--- src/rtl/core/scad_pkg.sv ---
// Package with the shared types and constants of the sprite column attribute decoder.
package scad_pkg;

	typedef enum logic [1:0] {
		CFG_SCREEN_FLIPPED   = 2'd0,
		CFG_FLIP_ON_VERTICAL = 2'd1,
		CFG_ATTRIBUTE_FORMAT = 2'd2
	} cfg_index_t;

	localparam logic KIND_HEADER = 1'b0;
	localparam logic KIND_ENTRY  = 1'b1;

	localparam logic FORMAT_FIRST  = 1'b0;
	localparam logic FORMAT_SECOND = 1'b1;

	localparam logic [14:0] TILE_LAST = 15'h5fff;
	localparam logic signed [9:0] FLIP_AXIS = 10'sd240;
	localparam logic signed [10:0] Y_STEP = 11'sd16;
	localparam logic signed [10:0] Y_HIGH = 11'sd256;
	localparam logic signed [10:0] Y_LOW = -11'sd256;
	localparam logic signed [10:0] Y_SPAN = 11'sd512;

endpackage

--- src/rtl/core/sprite_column_attribute_decoder.sv ---
// Top level of the sprite column attribute decoder.
//
// Channel  Direction  Handshake           Payload
// in       input      in_valid/in_stall   kind, first_word, second_word
// out      output     out_valid/out_stall tile_code, palette_index, mirror_x, mirror_y,
//                                         pos_x, pos_y
// cfg      input      cfg_valid/cfg_ready cfg_index, cfg_data
//
// A transaction passes the input register and then the result register, where its result
// is offered; one transaction is taken in every cycle while no stalled result holds the input register.
// The column state is updated when an item leaves the input register.
// Reset clears the column state, the configuration registers and both valid flags, not the payload.
// A stalled result holds only the input register, and only when that item yields a result.
module sprite_column_attribute_decoder
	import scad_pkg::*;
(
	input  logic               clk,
	input  logic               arst_n,
	input  logic               cfg_valid,
	output logic               cfg_ready,
	input  logic [1:0]         cfg_index,
	input  logic               cfg_data,
	input  logic               in_valid,
	output logic               in_stall,
	input  logic               kind,
	input  logic [15:0]        first_word,
	input  logic [15:0]        second_word,
	output logic               out_valid,
	input  logic               out_stall,
	output logic [14:0]        tile_code,
	output logic [6:0]         palette_index,
	output logic               mirror_x,
	output logic               mirror_y,
	output logic signed [9:0]  pos_x,
	output logic signed [9:0]  pos_y
);

	logic screen_flipped_q;
	logic flip_on_vertical_q;
	logic attribute_format_q;

	logic signed [9:0] column_x_q;
	logic signed [9:0] column_y_q;
	logic              column_ended_q;

	logic        valid_s1;
	logic        kind_s1;
	logic [15:0] first_word_s1;
	logic [15:0] second_word_s1;

	logic              out_valid_q;
	logic [14:0]       tile_code_q;
	logic [6:0]        palette_index_q;
	logic              mirror_x_q;
	logic              mirror_y_q;
	logic signed [9:0] pos_x_q;
	logic signed [9:0] pos_y_q;

	logic              is_entry;
	logic [6:0]        color;
	logic              tile_over;
	logic              ends_column;
	logic              produce;
	logic              steps_y;
	logic              leave_s1;
	logic [14:0]       tile_d;
	logic              mirror_x_d;
	logic              mirror_y_d;
	logic signed [9:0] head_x;
	logic signed [9:0] head_y;
	logic signed [9:0] head_x_d;
	logic signed [9:0] head_y_d;
	logic signed [10:0] y_wide;
	logic signed [10:0] y_moved;
	logic signed [10:0] y_wrapped;

	assign cfg_ready = 1'b1;

	always_ff @(posedge clk or negedge arst_n) begin
		if (!arst_n) begin
			screen_flipped_q   <= 1'b0;
			flip_on_vertical_q <= 1'b0;
			attribute_format_q <= 1'b0;
		end else if (cfg_valid && cfg_ready) begin
			case (cfg_index)
				CFG_SCREEN_FLIPPED:   screen_flipped_q   <= cfg_data;
				CFG_FLIP_ON_VERTICAL: flip_on_vertical_q <= cfg_data;
				CFG_ATTRIBUTE_FORMAT: attribute_format_q <= cfg_data;
				default: ;
			endcase
		end
	end

	// Both formats keep the same nine low bits of the coarse and fine x.
	always_comb begin
		head_x = {first_word_s1[4], first_word_s1[4:0], second_word_s1[15:12]};
		head_y = 10'sd0 - {second_word_s1[8], second_word_s1[8:0]};
		head_x_d = screen_flipped_q ? FLIP_AXIS - head_x : head_x;
		head_y_d = screen_flipped_q ? FLIP_AXIS - head_y : head_y;
	end

	always_comb begin
		is_entry = valid_s1 && (kind_s1 == KIND_ENTRY) && !column_ended_q;
		color = first_word_s1[6:0];
		tile_over = second_word_s1[14:0] > TILE_LAST;
		ends_column = is_entry && (color != 7'd0) &&
			(attribute_format_q == FORMAT_SECOND) && tile_over;
		produce = is_entry && (color != 7'd0) && !ends_column;
		steps_y = is_entry && !ends_column;
		leave_s1 = valid_s1 && !(produce && out_valid_q && out_stall);
		in_stall = valid_s1 && !leave_s1;
	end

	always_comb begin
		if (attribute_format_q == FORMAT_FIRST) begin
			tile_d = {1'b0, second_word_s1[13:0]};
			mirror_x_d = second_word_s1[14];
			mirror_y_d = second_word_s1[15];
		end else begin
			tile_d = second_word_s1[14:0];
			mirror_x_d = flip_on_vertical_q ? 1'b0 : second_word_s1[15];
			mirror_y_d = flip_on_vertical_q ? second_word_s1[15] : 1'b0;
		end
	end

	always_comb begin
		y_wide = {column_y_q[9], column_y_q};
		y_moved = screen_flipped_q ? y_wide - Y_STEP : y_wide + Y_STEP;
		if (!screen_flipped_q && (y_moved > Y_HIGH)) begin
			y_wrapped = y_moved - Y_SPAN;
		end else if (screen_flipped_q && (y_moved < Y_LOW)) begin
			y_wrapped = y_moved + Y_SPAN;
		end else begin
			y_wrapped = y_moved;
		end
	end

	always_ff @(posedge clk or negedge arst_n) begin
		if (!arst_n) begin
			valid_s1 <= 1'b0;
		end else if (!in_stall) begin
			valid_s1 <= in_valid;
		end
	end

	always_ff @(posedge clk) begin
		if (in_valid && !in_stall) begin
			kind_s1        <= kind;
			first_word_s1  <= first_word;
			second_word_s1 <= second_word;
		end
	end

	always_ff @(posedge clk or negedge arst_n) begin
		if (!arst_n) begin
			column_x_q     <= 10'sd0;
			column_y_q     <= 10'sd0;
			column_ended_q <= 1'b0;
		end else if (leave_s1) begin
			if (kind_s1 == KIND_HEADER) begin
				column_x_q     <= head_x_d;
				column_y_q     <= head_y_d;
				column_ended_q <= 1'b0;
			end else begin
				if (steps_y) begin
					column_y_q <= y_wrapped[9:0];
				end
				if (ends_column) begin
					column_ended_q <= 1'b1;
				end
			end
		end
	end

	always_ff @(posedge clk or negedge arst_n) begin
		if (!arst_n) begin
			out_valid_q <= 1'b0;
		end else if (leave_s1 && produce) begin
			out_valid_q <= 1'b1;
		end else if (!out_stall) begin
			out_valid_q <= 1'b0;
		end
	end

	always_ff @(posedge clk) begin
		if (leave_s1 && produce) begin
			tile_code_q     <= tile_d;
			palette_index_q <= color;
			mirror_x_q      <= mirror_x_d ^ screen_flipped_q;
			mirror_y_q      <= mirror_y_d ^ screen_flipped_q;
			pos_x_q         <= column_x_q;
			pos_y_q         <= column_y_q;
		end
	end

	assign out_valid     = out_valid_q;
	assign tile_code     = tile_code_q;
	assign palette_index = palette_index_q;
	assign mirror_x      = mirror_x_q;
	assign mirror_y      = mirror_y_q;
	assign pos_x         = pos_x_q;
	assign pos_y         = pos_y_q;

endmodule

--- config.mk ---
export PLATFORM = sky130hd
export DESIGN_NAME = sprite_column_attribute_decoder
export DESIGN_NICKNAME = d
export VERILOG_FILES = /design/src/rtl/core/scad_pkg.sv /design/src/rtl/core/sprite_column_attribute_decoder.sv
export SDC_FILE = /design/constraint.sdc
export NUM_CORES = 1
export LEC_CHECK = 0
export BUFFER_PORTS_ARGS = -buffer_cell sky130_fd_sc_hd__buf_4
export CAP_MARGIN = 10
export CORE_MARGIN = 1
export CORE_UTILIZATION = 55
export CTS_CLUSTER_DIAMETER = 80
export DETAILED_ROUTE_END_ITERATION = 6
export PLACE_DENSITY = 0.79
export SLEW_MARGIN = 20
export SYNTH_ARGS = -nofsm -noshare
export SYNTH_HDL_FRONTEND = slang
export SYNTH_SLANG_ARGS = --single-unit
--- constraint.sdc ---
create_clock -name clk -period 5 [get_ports clk]
set_clock_uncertainty 0.2 [all_clocks]
set_input_delay 1 -clock clk [delete_from_list [all_inputs] [get_ports clk]]
set_output_delay 1 -clock clk [all_outputs]
set_load 0.005 [all_outputs]
Yosys cells after proc, flatten, opt, wreduce, memory -nomap -nowiden

Index checks and enable logic that the tools add are counted.

Logic and storage cells: 80
Output and inout port bits: 47
Register bits: 94

Add/subtract/negate cells: 7
Eq/ne operators: 5
Multiplexer cells: 15
Order comparisons: 3
Reduce and logical (&&, ||, !) cells: 29
Bitwise operators: 3

Operators by type and width:

| kind                                                             | number |
|---|---|
| 2-to-1 mux 10 bit                                                | 6 |
| greater-than comparator 15 bit (second input constant)           | 1 |
| logical AND 1 bit                                                | 15 |
| AND reduction 2 bit                                              | 6 |
| adder 10 x 6 -> 11 bit (second input constant)                   | 1 |
| greater-than comparator 11 x 10 -> 1 bit (second input constant) | 1 |
| < comparator 11 x 9 -> 1 bit (second input constant)             | 1 |
| 2-to-1 mux 11 bit                                                | 1 |
| subtractor 10 x 6 -> 11 bit (second input constant)              | 1 |
| adder 10 bit (second input constant)                             | 1 |
| subtractor 1 x 9 -> 10 bit (first input constant)                | 1 |
| subtractor 10 bit (second input constant)                        | 1 |
| subtractor 9 x 10 -> 10 bit (first input constant)               | 1 |
| subtractor 9 x 9 -> 10 bit (first input constant)                | 1 |
| 2-to-1 mux 1 bit                                                 | 8 |
| nonzero test 7 bit                                               | 1 |
| zero test 1 bit                                                  | 6 |
| inequality test 2 x 1 -> 1 bit (second input constant)           | 3 |
| equality test 2 x 1 -> 1 bit (second input constant)             | 1 |
| equality test 2 bit (second input constant)                      | 1 |
| zero test 2 bit                                                  | 1 |
| bitwise XOR 1 bit                                                | 2 |
| NOT 1 bit                                                        | 1 |

Depth between registers and ports, before layout

Gate-level depths: netlist of the first run.

Depth after elaboration: 15
Depth in mapped cells: 10
Depth with buffers taken out: 8

Worst setup path after synthesis of the first run

No wires, ideal clock.

Kind: reg2reg
Start point: reg second_word_s1[13]
End point: reg mirror_x_q (netlist: mirror_x), enable pin
Period minus slack after synthesis: 4271 ps
Cell stages (with the launch flop): 9
Slack: 729 ps
Required time: 4355 ps
Setup time: 445 ps
Arrival: 3625 ps
Buffers on the path: 0
Cells stage by stage: edfxtp_1 -> inv_1 -> ha_1 -> nand2_1 -> or4_1 -> o211a_1 -> nor4_1 -> nand2_1 -> nor2_1

Cells in the longest elaborated chain, start to end: 9

RTL lines:

| item                             | line                                   | source |
|---|---|---|
| start: declaration               | sprite_column_attribute_decoder.sv:49  | `logic [15:0] second_word_s1;` |
| start signal: assignment         | sprite_column_attribute_decoder.sv:150 | `second_word_s1 <= second_word;` |
| greater-than comparator 15 bit * | sprite_column_attribute_decoder.sv:105 | `tile_over = second_word_s1[14:0] > TILE_LAST;` |
| logical AND 1 bit *              | sprite_column_attribute_decoder.sv:107 | `(attribute_format_q == FORMAT_SECOND) && tile_over;` |
| zero test 1 bit *                | sprite_column_attribute_decoder.sv:108 | `produce = is_entry && (color != 7'd0) && !ends_column;` |
| logical AND 1 bit *              | sprite_column_attribute_decoder.sv:108 |  |
| logical AND 1 bit (2 in series)  | sprite_column_attribute_decoder.sv:110 | `leave_s1 = valid_s1 && !(produce && out_valid_q && out_stall);` |
| zero test 1 bit                  | sprite_column_attribute_decoder.sv:110 |  |
| logical AND 1 bit                | sprite_column_attribute_decoder.sv:110 |  |
| logical AND 1 bit *              | sprite_column_attribute_decoder.sv:186 | `if (leave_s1 && produce) begin` |
| end signal: assignment           | sprite_column_attribute_decoder.sv:189 | `mirror_x_q <= mirror_x_d ^ screen_flipped_q;` |
| end: declaration                 | sprite_column_attribute_decoder.sv:54  | `logic mirror_x_q;` |

Every way passes the cells marked *; elsewhere a longest branch is shown, timed or not.
A chain may end at the register's enable or synchronous reset.

Final worst setup path of the first run

Start point: reg second_word_s1[13]
End point: out in_stall

Cells in the longest elaborated chain, start to end: 10

RTL lines:

| item                            | line                                   | source |
|---|---|---|
| greater-than comparator 15 bit  | sprite_column_attribute_decoder.sv:105 |  |
| logical AND 1 bit               | sprite_column_attribute_decoder.sv:107 |  |
| zero test 1 bit                 | sprite_column_attribute_decoder.sv:108 |  |
| logical AND 1 bit               | sprite_column_attribute_decoder.sv:108 |  |
| logical AND 1 bit (2 in series) | sprite_column_attribute_decoder.sv:110 |  |
| zero test 1 bit                 | sprite_column_attribute_decoder.sv:110 |  |
| logical AND 1 bit               | sprite_column_attribute_decoder.sv:110 |  |
| zero test 1 bit                 | sprite_column_attribute_decoder.sv:111 | `in_stall = valid_s1 && !leave_s1;` |
| logical AND 1 bit               | sprite_column_attribute_decoder.sv:111 |  |
| end: declaration                | sprite_column_attribute_decoder.sv:24  | `output logic in_stall,` |

Every way passes these cells.

==> impl_metrics.env, run 1 <==
export IMPL_hold_path_depth=0
export IMPL_tritoncts_num_sinks=94
export IMPL_largest_net_degree_at_the_start_of_global_routing=33
export IMPL_final_fill_count=556
export IMPL_worstPathCellList="inv_1 -> ha_1 -> nand2_1 -> or4_1 -> o211a_1 -> nor4_1 -> nand2_1 -> inv_1 -> buf_4"
export IMPL_drtIter0Drc=253
export IMPL_critPathKind="reg -> out"
export IMPL_antenna_cells_inserted=0
export IMPL_syn_cell_area_um2=4250
export IMPL_area_delta_synth_final_pct=19.3
export IMPL_fin_ws_ps=1090
export IMPL_io_pins=88
export IMPL_yosys_top_cells_area="edfxtp_1 (48%), dfrtp_1 (15%), xnor2_1 (3.5%)"
export IMPL_critPathTopFamily="simple AND/OR/NAND/NOR gates"
export IMPL_final_min_period_over_clock_period=0.782
export IMPL_maxCapViolCount=0
export IMPL_p_per_area_nw_per_um2=390
export IMPL_postSynth_asyncResetShare=0.277
export IMPL_worstHoldEndpoint="pos_x[5]"
export IMPL_route_detailed_drc=0
export IMPL_synthesis_yosys_warnings=0
export IMPL_cts_hold_repair_buffers=0
export IMPL_hpwlAfterDp_um=5820
export IMPL_placement_rows=31
export IMPL_worstReg2RegStart="second_word_s1[13]"
export IMPL_start_kind="flop"
export IMPL_worst_setup_hold_path_clk_slew_ps=90
export IMPL_time_the_final_worst_path_needs_with_i_o_delays_and_setup_ps=3910
export IMPL_globalRouteOverflowTotal=0
export IMPL_reg2reg_depth=9
export IMPL_detailedRoute_firstPassIterationCount=6
export IMPL_tns_ps=0
export IMPL_postSynthRegisterBits=94
export IMPL_crit_start="second_word_s1[13]"
export IMPL_worst_slew_pin_transition_ps=1040
export IMPL_total_cts_buffers=9
export IMPL_slew_violations=0
export IMPL_leading_register_cell_type_out_of_synthesis="edfxtp_1"
export IMPL_syn_num_nets=390
export IMPL_chipHeight_um=89.9
export IMPL_dpl_worst_slack_ps=1420
export IMPL_timing_critical_path_arrival_ps=2710
export IMPL_power_static_leakage_nw=2.04
export IMPL_tritoncts="built"
export IMPL_yosys_area_top_type="edfxtp_1"
export IMPL_post_cts_resized_instances=0
export IMPL_hold_path_class="reg -> reg"
export IMPL_routed_vias_inst=5.48
export IMPL_power_ir_vdd_worst_uv=270
export IMPL_synth_seq_area_share=0.633
export IMPL_crit_slowest_cell="or4_1"
export IMPL_die_w_um=89.9
export IMPL_yosys_top_cells_count="edfxtp_1 (68), nand2_1 (31), dfrtp_1 (26), o21ai_0 (23), xnor2_1 (17)"
export IMPL_endpoint_kind="primary output"
export IMPL_r2r_slack_ps=1390
export IMPL_synth_top_cell_area_share=0.480
export IMPL_antenna_found_initial=0
export IMPL_cts_setup_buffers=0
export IMPL_design_die_area_um2=8090
export IMPL_status="finished clean"
export IMPL_detail_route_wl_per_cell_um=15.6
export IMPL_worst_path_buf_inv=3
export IMPL_routed_via_count=2834
export IMPL_hold_start="column_x_q[5]"
export IMPL_finish_net_count=465
export IMPL_max_slew_margin_rel=0.304
export IMPL_initial_utilization=0.577
export IMPL_top_count_cell_post_synth="edfxtp_1"
export IMPL_max_stage_delay_ps=520
export IMPL_clock_tree_root_cell="clkbuf_8"
export IMPL_drive_above_1_share=0.254
export IMPL_synth_cells=338
export IMPL_reg2reg_to="pos_y[3]"
export IMPL_drt_total_wl_um=8080
export IMPL_maximum_buffer_depth_of_the_clock_tree=2
export IMPL_placeableCoreArea_um2=7370
export IMPL_final_setup_viol_count=0
export IMPL_max_freq_mhz=256
export IMPL_synthDistinctLibCells=59
export IMPL_grt_total_usage=0.216
export IMPL_gp_routability_congestion=0.838
export IMPL_ant_nets=0
export IMPL_worstPathMaxFanout=6
export IMPL_report_final_hold_viol_count=0
export IMPL_number_of_enable_flip_flop_cells_after_synthesis=68
export IMPL_clock_insertion_delay_worst_skew_ps=360
export IMPL_rsz_0062_raised_after_global_routing="false"
export IMPL_wire_length_of_the_first_global_routing_pass_um=13300
export IMPL_synth_avg_cell_area_um2=12.6
export IMPL_cts_htree_levels=3
export IMPL_placement_io_buffers=77
export IMPL_timing_critical_path_required_ps=3800
export IMPL_number_of_global_route_vias_before_repair=2735
worst max path at each step:
stage | end | slack (ps) | cells past startpoint
global route | in_stall | 930 | 9
global placement | pos_y[7] | 1480 | 9
floorplan | mirror_x | 730 | 8
finish | in_stall | 1090 | 9
CTS | in_stall | 1090 | 9
detailed placement | pos_y[7] | 1420 | 9
cell usage in the layout (no fill, tap or decap), types with 4 or more instances in the layout:
master / Yosys / routed
or2_2: 5 / 5
a21oi_1: 11 / 11
dfrtp_1: 26 / 26
clkbuf_8: 0 / 9
o21ai_0: 23 / 23
buf_4: 1 / 79
nand2b_1: 5 / 5
xnor2_1: 17 / 17
nor3_1: 9 / 9
mux2i_1: 4 / 4
edfxtp_1: 68 / 68
nand2_1: 31 / 31
nor2_1: 16 / 15
and2_1: 4 / 4
nand3_1: 5 / 5
inv_1: 15 / 15
ha_1: 10 / 10
nor4_1: 5 / 5
xor2_1: 9 / 9
nand4_1: 4 / 4
o31ai_1: 5 / 5
stage by stage:
stage / power, mW / cells / util / hold slack [ps] / area, um^2
floorplan: 1.38 / 338 / - / 221 / 4250
global placement: 1.50 / 501 / 0.664 / 230 / 4890
detailed placement: 1.53 / 501 / 0.664 / 232 / 4890
CTS: 1.99 / 517 / 0.688 / 254 / 5070
global route: 2.09 / 517 / 0.688 / 263 / 5070
finish: 1.98 / 517 / 0.688 / 253 / 5070
worst register-to-register path, delay by kind of cell, from the launching register on:
kind                       cells  cell delay (ps)
AOI/OAI and AO/OA              1              180
adders and majority gates      1              160
buffers and inverters          2              600
DFF                            1              510
and+or+nand+nor                5             1600
cells by family (layout without fill, tap and decap cells):
| group | Yosys count | in the layout | synth area share |
|---|---|---|---|
| xor gates and xnor gates | 26 | 26 | 0.0536 |
| DFF | 94 | 94 | 0.633 |
| other | 1 | 1 | 0.000882 |
| and+or+nand+nor | 102 | 102 | 0.125 |
| buffers and inverters | 31 | 111 | 0.0333 |
| muxes | 6 | 6 | 0.0147 |
| adders and majority gates | 11 | 11 | 0.0341 |
| AOI/OAI and AO/OA | 67 | 67 | 0.105 |
power breakdown:
part	switching (mW)	internal (mW)
registers	0.0678	0.954
logic	0.259	0.236
clock network	0.273	0.187
total	0.600	1.38
area by class of cell:
cell class,instances,area (um^2),share of cell area
clock buffers,9,124,0.0244
clock inverters,7,53.8,0.0106
inverters,16,60.1,0.0118
multi-input cells,213,1430,0.281
flip-flops and latches,94,2690,0.531
well taps,99,124,0.0244
repair buffers,79,593,0.117
flip-flops by register name, indices dropped and copies added, names as in the netlist:
name	cells
column_x_q	10
column_ended_q	1
mirror_y	1
column_y_q	10
pos_y	10
second_word_s1	16
mirror_x	1
flip_on_vertical_q	1
screen_flipped_q	1
pos_x	10
palette_index	7
attribute_format_q	1
kind_s1	1
valid_s1	1
tile_code	15
first_word_s1	7
out_valid	1
metal layers:
layer	share of wire	GRT usage
met4	0.024	0.114
met2	0.48	0.347
met5	0	0
met1	0.46	0.282
met3	0.036	0.0389
Note: power is estimated with default switching activity, not from simulation.
==> run 2, diff against run 1 <==
ABC_AREA = 1   (was unset)
CORE_UTILIZATION = 49   (was 55)
PLACE_DENSITY = 0.74   (was 0.79)
clock period = 3.3 ns   (was 5 ns; I/O delays follow)
==> run 2 against run 1 <==
Net effect: total power grew 47%; synthesized cell count up 17%; critical path type unchanged; routed wire length decreased by 4.4%; first-iteration DRC count down 55%; synthesized area grew 0.65%; sequential cell count unchanged; core utilization down 6.9 points; clock-buffer cell count up 3; die area grew 13%; largest power group unchanged.
==> impl_metrics.env, run 2 <==
export IMPL_status="finished clean"
export IMPL_int_pwr_mw=2.04
export IMPL_total_cts_buffers=9
export IMPL_worst_setup_hold_path_clk_slew_ps=90
export IMPL_finish_net_count=535
export IMPL_synth_top_cell_area_share=0.477
export IMPL_maximum_buffer_depth_of_the_clock_tree=2
export IMPL_hold_path_class="in -> async"
export IMPL_largest_register="second_word_s1"
export IMPL_final_fill_count=691
export IMPL_detailedRoute_firstPassIterationCount=4
export IMPL_yosys_top_cells_area="edfxtp_1 (48%), dfrtp_1 (15%), nand2_1 (9.6%)"
export IMPL_met1_usage=0.250
export IMPL_max_stage_delay_ps=520
export IMPL_synth_cells=397
export IMPL_antenna_cells_inserted=0
export IMPL_drt_total_wl_um=7730
export IMPL_clock_insertion_delay_worst_skew_ps=350
export IMPL_max_freq_mhz=377
export IMPL_detailed_place_area_um2=4990
export IMPL_final_common_cell="nand2_1"
export IMPL_power_share_switching=0.300
export IMPL_area_delta_synth_final_pct=20.7
export IMPL_dpl_worst_slack_ps=907
export IMPL_final_setup_viol_count=0
export IMPL_number_of_enable_flip_flop_cells_after_synthesis=68
export IMPL_timing_critical_path_arrival_ps=1790
export IMPL_globalRouteOverflowTotal=0
export IMPL_cts_htree_levels=3
export IMPL_endpoint_kind="primary output"
export IMPL_post_route_cell_area_um2=5160
export IMPL_routed_via_count=2901
export IMPL_gp_routability_congestion=0.844
export IMPL_postSynth_asyncResetShare=0.277
export IMPL_cts_setup_buffers=0
export IMPL_final_min_period_over_clock_period=0.803
export IMPL_max_ffs_per_register=16
export IMPL_io_pins=88
export IMPL_fin_ws_ps=650
export IMPL_clock_tree_root_cell="clkbuf_8"
export IMPL_die_w_um=95.5
export IMPL_comb_power_share=0.237
export IMPL_p_per_area_nw_per_um2=564
export IMPL_largest_net_degree_at_the_start_of_global_routing=45
export IMPL_drtIter0Drc=113
export IMPL_routed_vias_inst=4.89
export IMPL_start_kind="flop"
export IMPL_multi_input_comb_area_um2=1380
export IMPL_grt_util_met2=0.298
export IMPL_syn_cell_area_um2=4280
export IMPL_power_static_leakage_nw=2.31
export IMPL_power_share_sequential=0.528
export IMPL_critPathKind="reg -> out"
export IMPL_gr_max_usage_layer="met2"
export IMPL_detail_route_wl_per_cell_um=13.0
export IMPL_timing_critical_path_required_ps=2440
export IMPL_worst_slew_pin_transition_ps=558
export IMPL_layout_common_cells="nand2_1 (110), buf_4 (81), edfxtp_1 (68), inv_1 (41), nor2_1 (29)"
export IMPL_synth_avg_cell_area_um2=10.8
export IMPL_postSynthRegisterBits=94
export IMPL_tritoncts_num_sinks=94
export IMPL_tns_ps=0
export IMPL_placeableCoreArea_um2=8340
export IMPL_finalHoldWorstSlack_ps=2.59
export IMPL_post_cts_resized_instances=0
export IMPL_worstPathMaxFanout=8
export IMPL_synthesis_yosys_warnings=0
export IMPL_wire_length_of_the_first_global_routing_pass_um=12800
export IMPL_route_detailed_drc=0
export IMPL_grt_use_met3=0.0375
export IMPL_synth_seq_area_share=0.629
export IMPL_top_count_cell_post_synth="nand2_1"
export IMPL_max_slew_margin_rel=0.628
export IMPL_cts_hold_repair_buffers=0
export IMPL_antenna_found_initial=0
export IMPL_time_the_final_worst_path_needs_with_i_o_delays_and_setup_ps=2650
export IMPL_power_ir_vdd_worst_uv=264
export IMPL_tritoncts="built"
export IMPL_yosys_top_cells_count="nand2_1 (110), edfxtp_1 (68), inv_1 (41), nor2_1 (30), dfrtp_1 (26)"
export IMPL_grt_total_usage=0.189
export IMPL_yosys_area_top_type="edfxtp_1"
export IMPL_final_core_utilization=0.619
export IMPL_maxCapViolCount=0
export IMPL_drive_above_1_share=0.246
export IMPL_leading_register_cell_type_out_of_synthesis="edfxtp_1"
export IMPL_initial_utilization=0.513
export IMPL_worstPathCellList="ha_1 -> nand4_1 -> nor2_1 -> nand2_1 -> nand3_2 -> nand3_4 -> inv_1 -> buf_4"
export IMPL_slew_violations=0
export IMPL_crit_slowest_cell="edfxtp_1"
export IMPL_design_die_area_um2=9110
export IMPL_rsz_0062_raised_after_global_routing="false"
export IMPL_hpwlAfterDp_um=5780
export IMPL_number_of_global_route_vias_before_repair=2758
export IMPL_net_switching_power_mw=0.875
export IMPL_placement_io_buffers=77
export IMPL_power_frac_clock=0.235
export IMPL_area_sequential_um2=2690
export IMPL_ant_nets=0
export IMPL_syn_num_nets=449
export IMPL_chipHeight_um=95.5
export IMPL_report_final_hold_viol_count=0
export IMPL_synthDistinctLibCells=34
export IMPL_placement_rows=33
## run 2: cell count changes after synthesis, moves of 5 or more
cell and change:
nand2_1 +79, nor4_1 -5, nand3_1 +18, inv_1 +26
o21ai_0 -7, nand4_1 +7, xnor2_1 -12, o21ai_2 +10
a21oi_1 -7, nand2b_1 -5, nor2_1 +14
## run 2: metrics by stage
step	std cells	power, mW
global placement	577	2.23
detailed placement	577	2.25
floorplan	397	2.03
global route	593	3.11
finish	593	2.92
CTS	593	2.94
## run 2: worst max-delay path: cells and delay by family (launching register included)
kind	cells	cell delay (ps)
flops	1	520
buf+inv	2	240
fa+ha+maj	1	200
simple gates	5	480
## run 2: layer usage
layer	vias up	wire, um
li1	1495	-
met1	1316	3550
met2	71	3590
met3	19	357
met4	0	235
met5	-	0
## run 2: cell type report
class	instances	share of cell area
Sequential cell	94	0.521
Multi-Input combinational cell	254	0.267
Timing Repair Buffer	82	0.122
Inverter	42	0.0310
Clock buffer	12	0.0281
Tap cell	105	0.0254
Clock inverter	4	0.00581
## run 2: final timing paths
kind / start / endpoint / cells after the start / slack (ps)
max reg2reg: screen_flipped_q / column_y_q[9] / 15 / 890
min: arst_n / column_x_q[6] / 1 / 3
min reg2reg: column_y_q[3] / pos_y[3] / 0 / 250
max in group asynchronous: arst_n / column_y_q[4] / 1 / 2630
max: second_word_s1[0] / in_stall / 8 / 650
min in group clk: column_y_q[3] / pos_y[3] / 0 / 250
## run 2: cells by family (layout without fill, tap and decap cells)
family | after synthesis | after routing | share of synthesized area
DFF | 94 | 94 | 0.629
adders and majority gates | 11 | 11 | 0.0339
AOI/OAI and AO/OA | 36 | 36 | 0.0561
xor gates and xnor gates | 15 | 15 | 0.0307
and+or+nand+nor | 191 | 191 | 0.199
buffers and inverters | 49 | 140 | 0.0506
other | 1 | 1 | 0.000876
## run 2: power by group through the flow
stage | Clock, mW | Sequential [mW] | Combinational [mW]
after floorplan | 0 | 1.54 | 0.484
after global placement | 0 | 1.56 | 0.669
after detailed placement | 0 | 1.57 | 0.686
after CTS | 0.710 | 1.54 | 0.693
after global routing | 0.751 | 1.56 | 0.794
final | 0.685 | 1.54 | 0.691
==> run 3, diff against run 2 <==
CORE_UTILIZATION = 55   (was 49)
PLACE_DENSITY = 0.79   (was 0.74)
clock period = 2.75 ns   (was 3.3 ns; I/O delays follow)
==> run 3 against run 2 <==
Net effect: non-clock buffer count grew 2; clock power rose by 20%; worst setup slack worse by 430 ps; register-to-register slack got worse by 600 ps; global-route usage grew 2.2 points; largest cell class unchanged; largest power group unchanged.
==> impl_metrics.env, run 3 (synthesized netlist as in run 2, its figures left out) <==
export IMPL_p_per_area_nw_per_um2=680
export IMPL_layout_common_cells="nand2_1 (110), buf_4 (82), edfxtp_1 (68), inv_1 (41), nor2_1 (29)"
export IMPL_area_delta_synth_final_pct=21.0
export IMPL_power_static_leakage_nw=2.32
export IMPL_final_fill_count=527
export IMPL_ant_nets=0
export IMPL_start_kind="flop"
export IMPL_routed_via_count=2977
export IMPL_timing_critical_path_required_ps=2000
export IMPL_net_switching_power_mw=1.07
export IMPL_drive_above_1_share=0.249
export IMPL_fin_ws_ps=224
export IMPL_place_detailed_instances=572
export IMPL_placeableCoreArea_um2=7370
export IMPL_report_final_hold_viol_count=0
export IMPL_placement_io_buffers=77
export IMPL_tritoncts_num_sinks=94
export IMPL_max_freq_mhz=396
export IMPL_power_frac_clock=0.234
export IMPL_placement_rows=31
export IMPL_critPathKind="reg -> out"
export IMPL_worst_setup_hold_path_clk_slew_ps=100
export IMPL_endpoint_kind="primary output"
export IMPL_die_w_um=90.2
export IMPL_largest_register="second_word_s1"
export IMPL_max_ffs_per_register=16
export IMPL_time_the_final_worst_path_needs_with_i_o_delays_and_setup_ps=2530
export IMPL_hold_path_class="in -> reg"
export IMPL_wire_length_of_the_first_global_routing_pass_um=13400
export IMPL_tritoncts="built"
export IMPL_io_pins=88
export IMPL_multi_input_comb_area_um2=1380
export IMPL_rsz_0062_raised_after_global_routing="false"
export IMPL_detailedRoute_firstPassIterationCount=4
export IMPL_chipHeight_um=90.2
export IMPL_drtIter0Drc=143
export IMPL_largest_net_degree_at_the_start_of_global_routing=27
export IMPL_antenna_found_initial=0
export IMPL_clock_tree_root_cell="clkbuf_8"
export IMPL_post_layout_nonfiller_instances=589
export IMPL_comb_power_share=0.241
export IMPL_detailed_place_area_um2=4990
export IMPL_route_detailed_drc=0
export IMPL_antenna_cells_inserted=0
export IMPL_timing_critical_path_arrival_ps=1780
export IMPL_finish_net_count=537
export IMPL_slew_violations=0
export IMPL_power_share_sequential=0.525
export IMPL_post_layout_power_mw=3.52
export IMPL_grt_total_usage=0.212
export IMPL_worstPathMaxFanout=4
export IMPL_final_common_cell="nand2_1"
export IMPL_finalHoldWorstSlack_ps=161
export IMPL_final_setup_viol_count=0
export IMPL_dpl_worst_slack_ps=325
export IMPL_maxCapViolCount=0
export IMPL_power_ir_vdd_worst_uv=498
export IMPL_status="finished clean"
export IMPL_number_of_global_route_vias_before_repair=2889
export IMPL_globalRouteOverflowTotal=0
export IMPL_routed_vias_inst=5.05
export IMPL_tns_ps=0
export IMPL_post_route_cell_area_um2=5180
export IMPL_cts_htree_levels=3
export IMPL_power_share_switching=0.305
export IMPL_drt_total_wl_um=8060
export IMPL_total_cts_buffers=9
export IMPL_final_min_period_over_clock_period=0.919
export IMPL_int_pwr_mw=2.45
export IMPL_detail_route_wl_per_cell_um=13.7
export IMPL_initial_utilization=0.581
export IMPL_hpwlAfterDp_um=5980
export IMPL_maximum_buffer_depth_of_the_clock_tree=2
export IMPL_area_sequential_um2=2690
export IMPL_design_die_area_um2=8140
export IMPL_final_core_utilization=0.703
export IMPL_gp_routability_congestion=0.816
export IMPL_clock_insertion_delay_worst_skew_ps=360
## run 3: cell types whose count changed in the layout (fill, tap and decap cells not counted)
cell	delta
inv_6	-1
dlygate4sd3_1	+1
inv_4	-2
buf_4	+1
clkbuf_1	-1
clkinv_2	+2
clkinv_4	+2
## run 3: worst max-delay path, stage by stage, from the launching register on
cell      delay, ps
edfxtp_1        430
inv_1           160
ha_1            160
nand4_1          70
nor2_1          100
nand2_1          70
nand3_2         130
nand3_4         120
inv_1            80
buf_4           100
## run 3: timing repair
item	4_1_cts	5_1_grt
gates resized for setup	0	0
hold buffers	1	0
buffers inserted	0	0
endpoints found under the hold margin	26	0
## run 3: final timing paths
path                               startpoint            endpoint  slack, ps  depth (start not counted)
max                        second_word_s1[13]            in_stall        220                          9
min                             first_word[5]    first_word_s1[5]        160                          1
max reg2reg                 second_word_s1[0]       column_y_q[8]        290                         15
min reg2reg                     column_x_q[8]            pos_x[8]        250                          0
max in group asynchronous              arst_n       column_y_q[3]       1640                          2
min in group asynchronous              arst_n  flip_on_vertical_q        440                          2
## run 3: cell type report
cell class | instances | area share
Clock buffer | 11 | 0.0273
Clock inverter | 5 | 0.00701
Inverter | 42 | 0.0309
Multi-Input combinational cell | 254 | 0.266
Sequential cell | 94 | 0.520
Tap cell | 99 | 0.0239
Timing Repair Buffer | 84 | 0.125
## run 3: routing by layer
layer | GRT usage | part of all wire | vias to the layer above
met2 | 0.363 | 0.50 | 90
met4 | 0.0672 | 0.012 | 0
met3 | 0.0491 | 0.048 | 7
met5 | 0 | 0 | -
met1 | 0.265 | 0.44 | 1382
li1 | - | - | 1498
## run 3: power by group through the flow
stage / sequential, mW / clock, mW / combinational, mW
2_1_floorplan: 1.85 / 0 / 0.583
3_3_place_gp: 1.87 / 0 / 0.796
3_5_place_dp: 1.88 / 0 / 0.834
4_1_cts: 1.85 / 0.826 / 0.850
5_1_grt: 1.87 / 0.886 / 0.959
6_report: 1.85 / 0.823 / 0.849
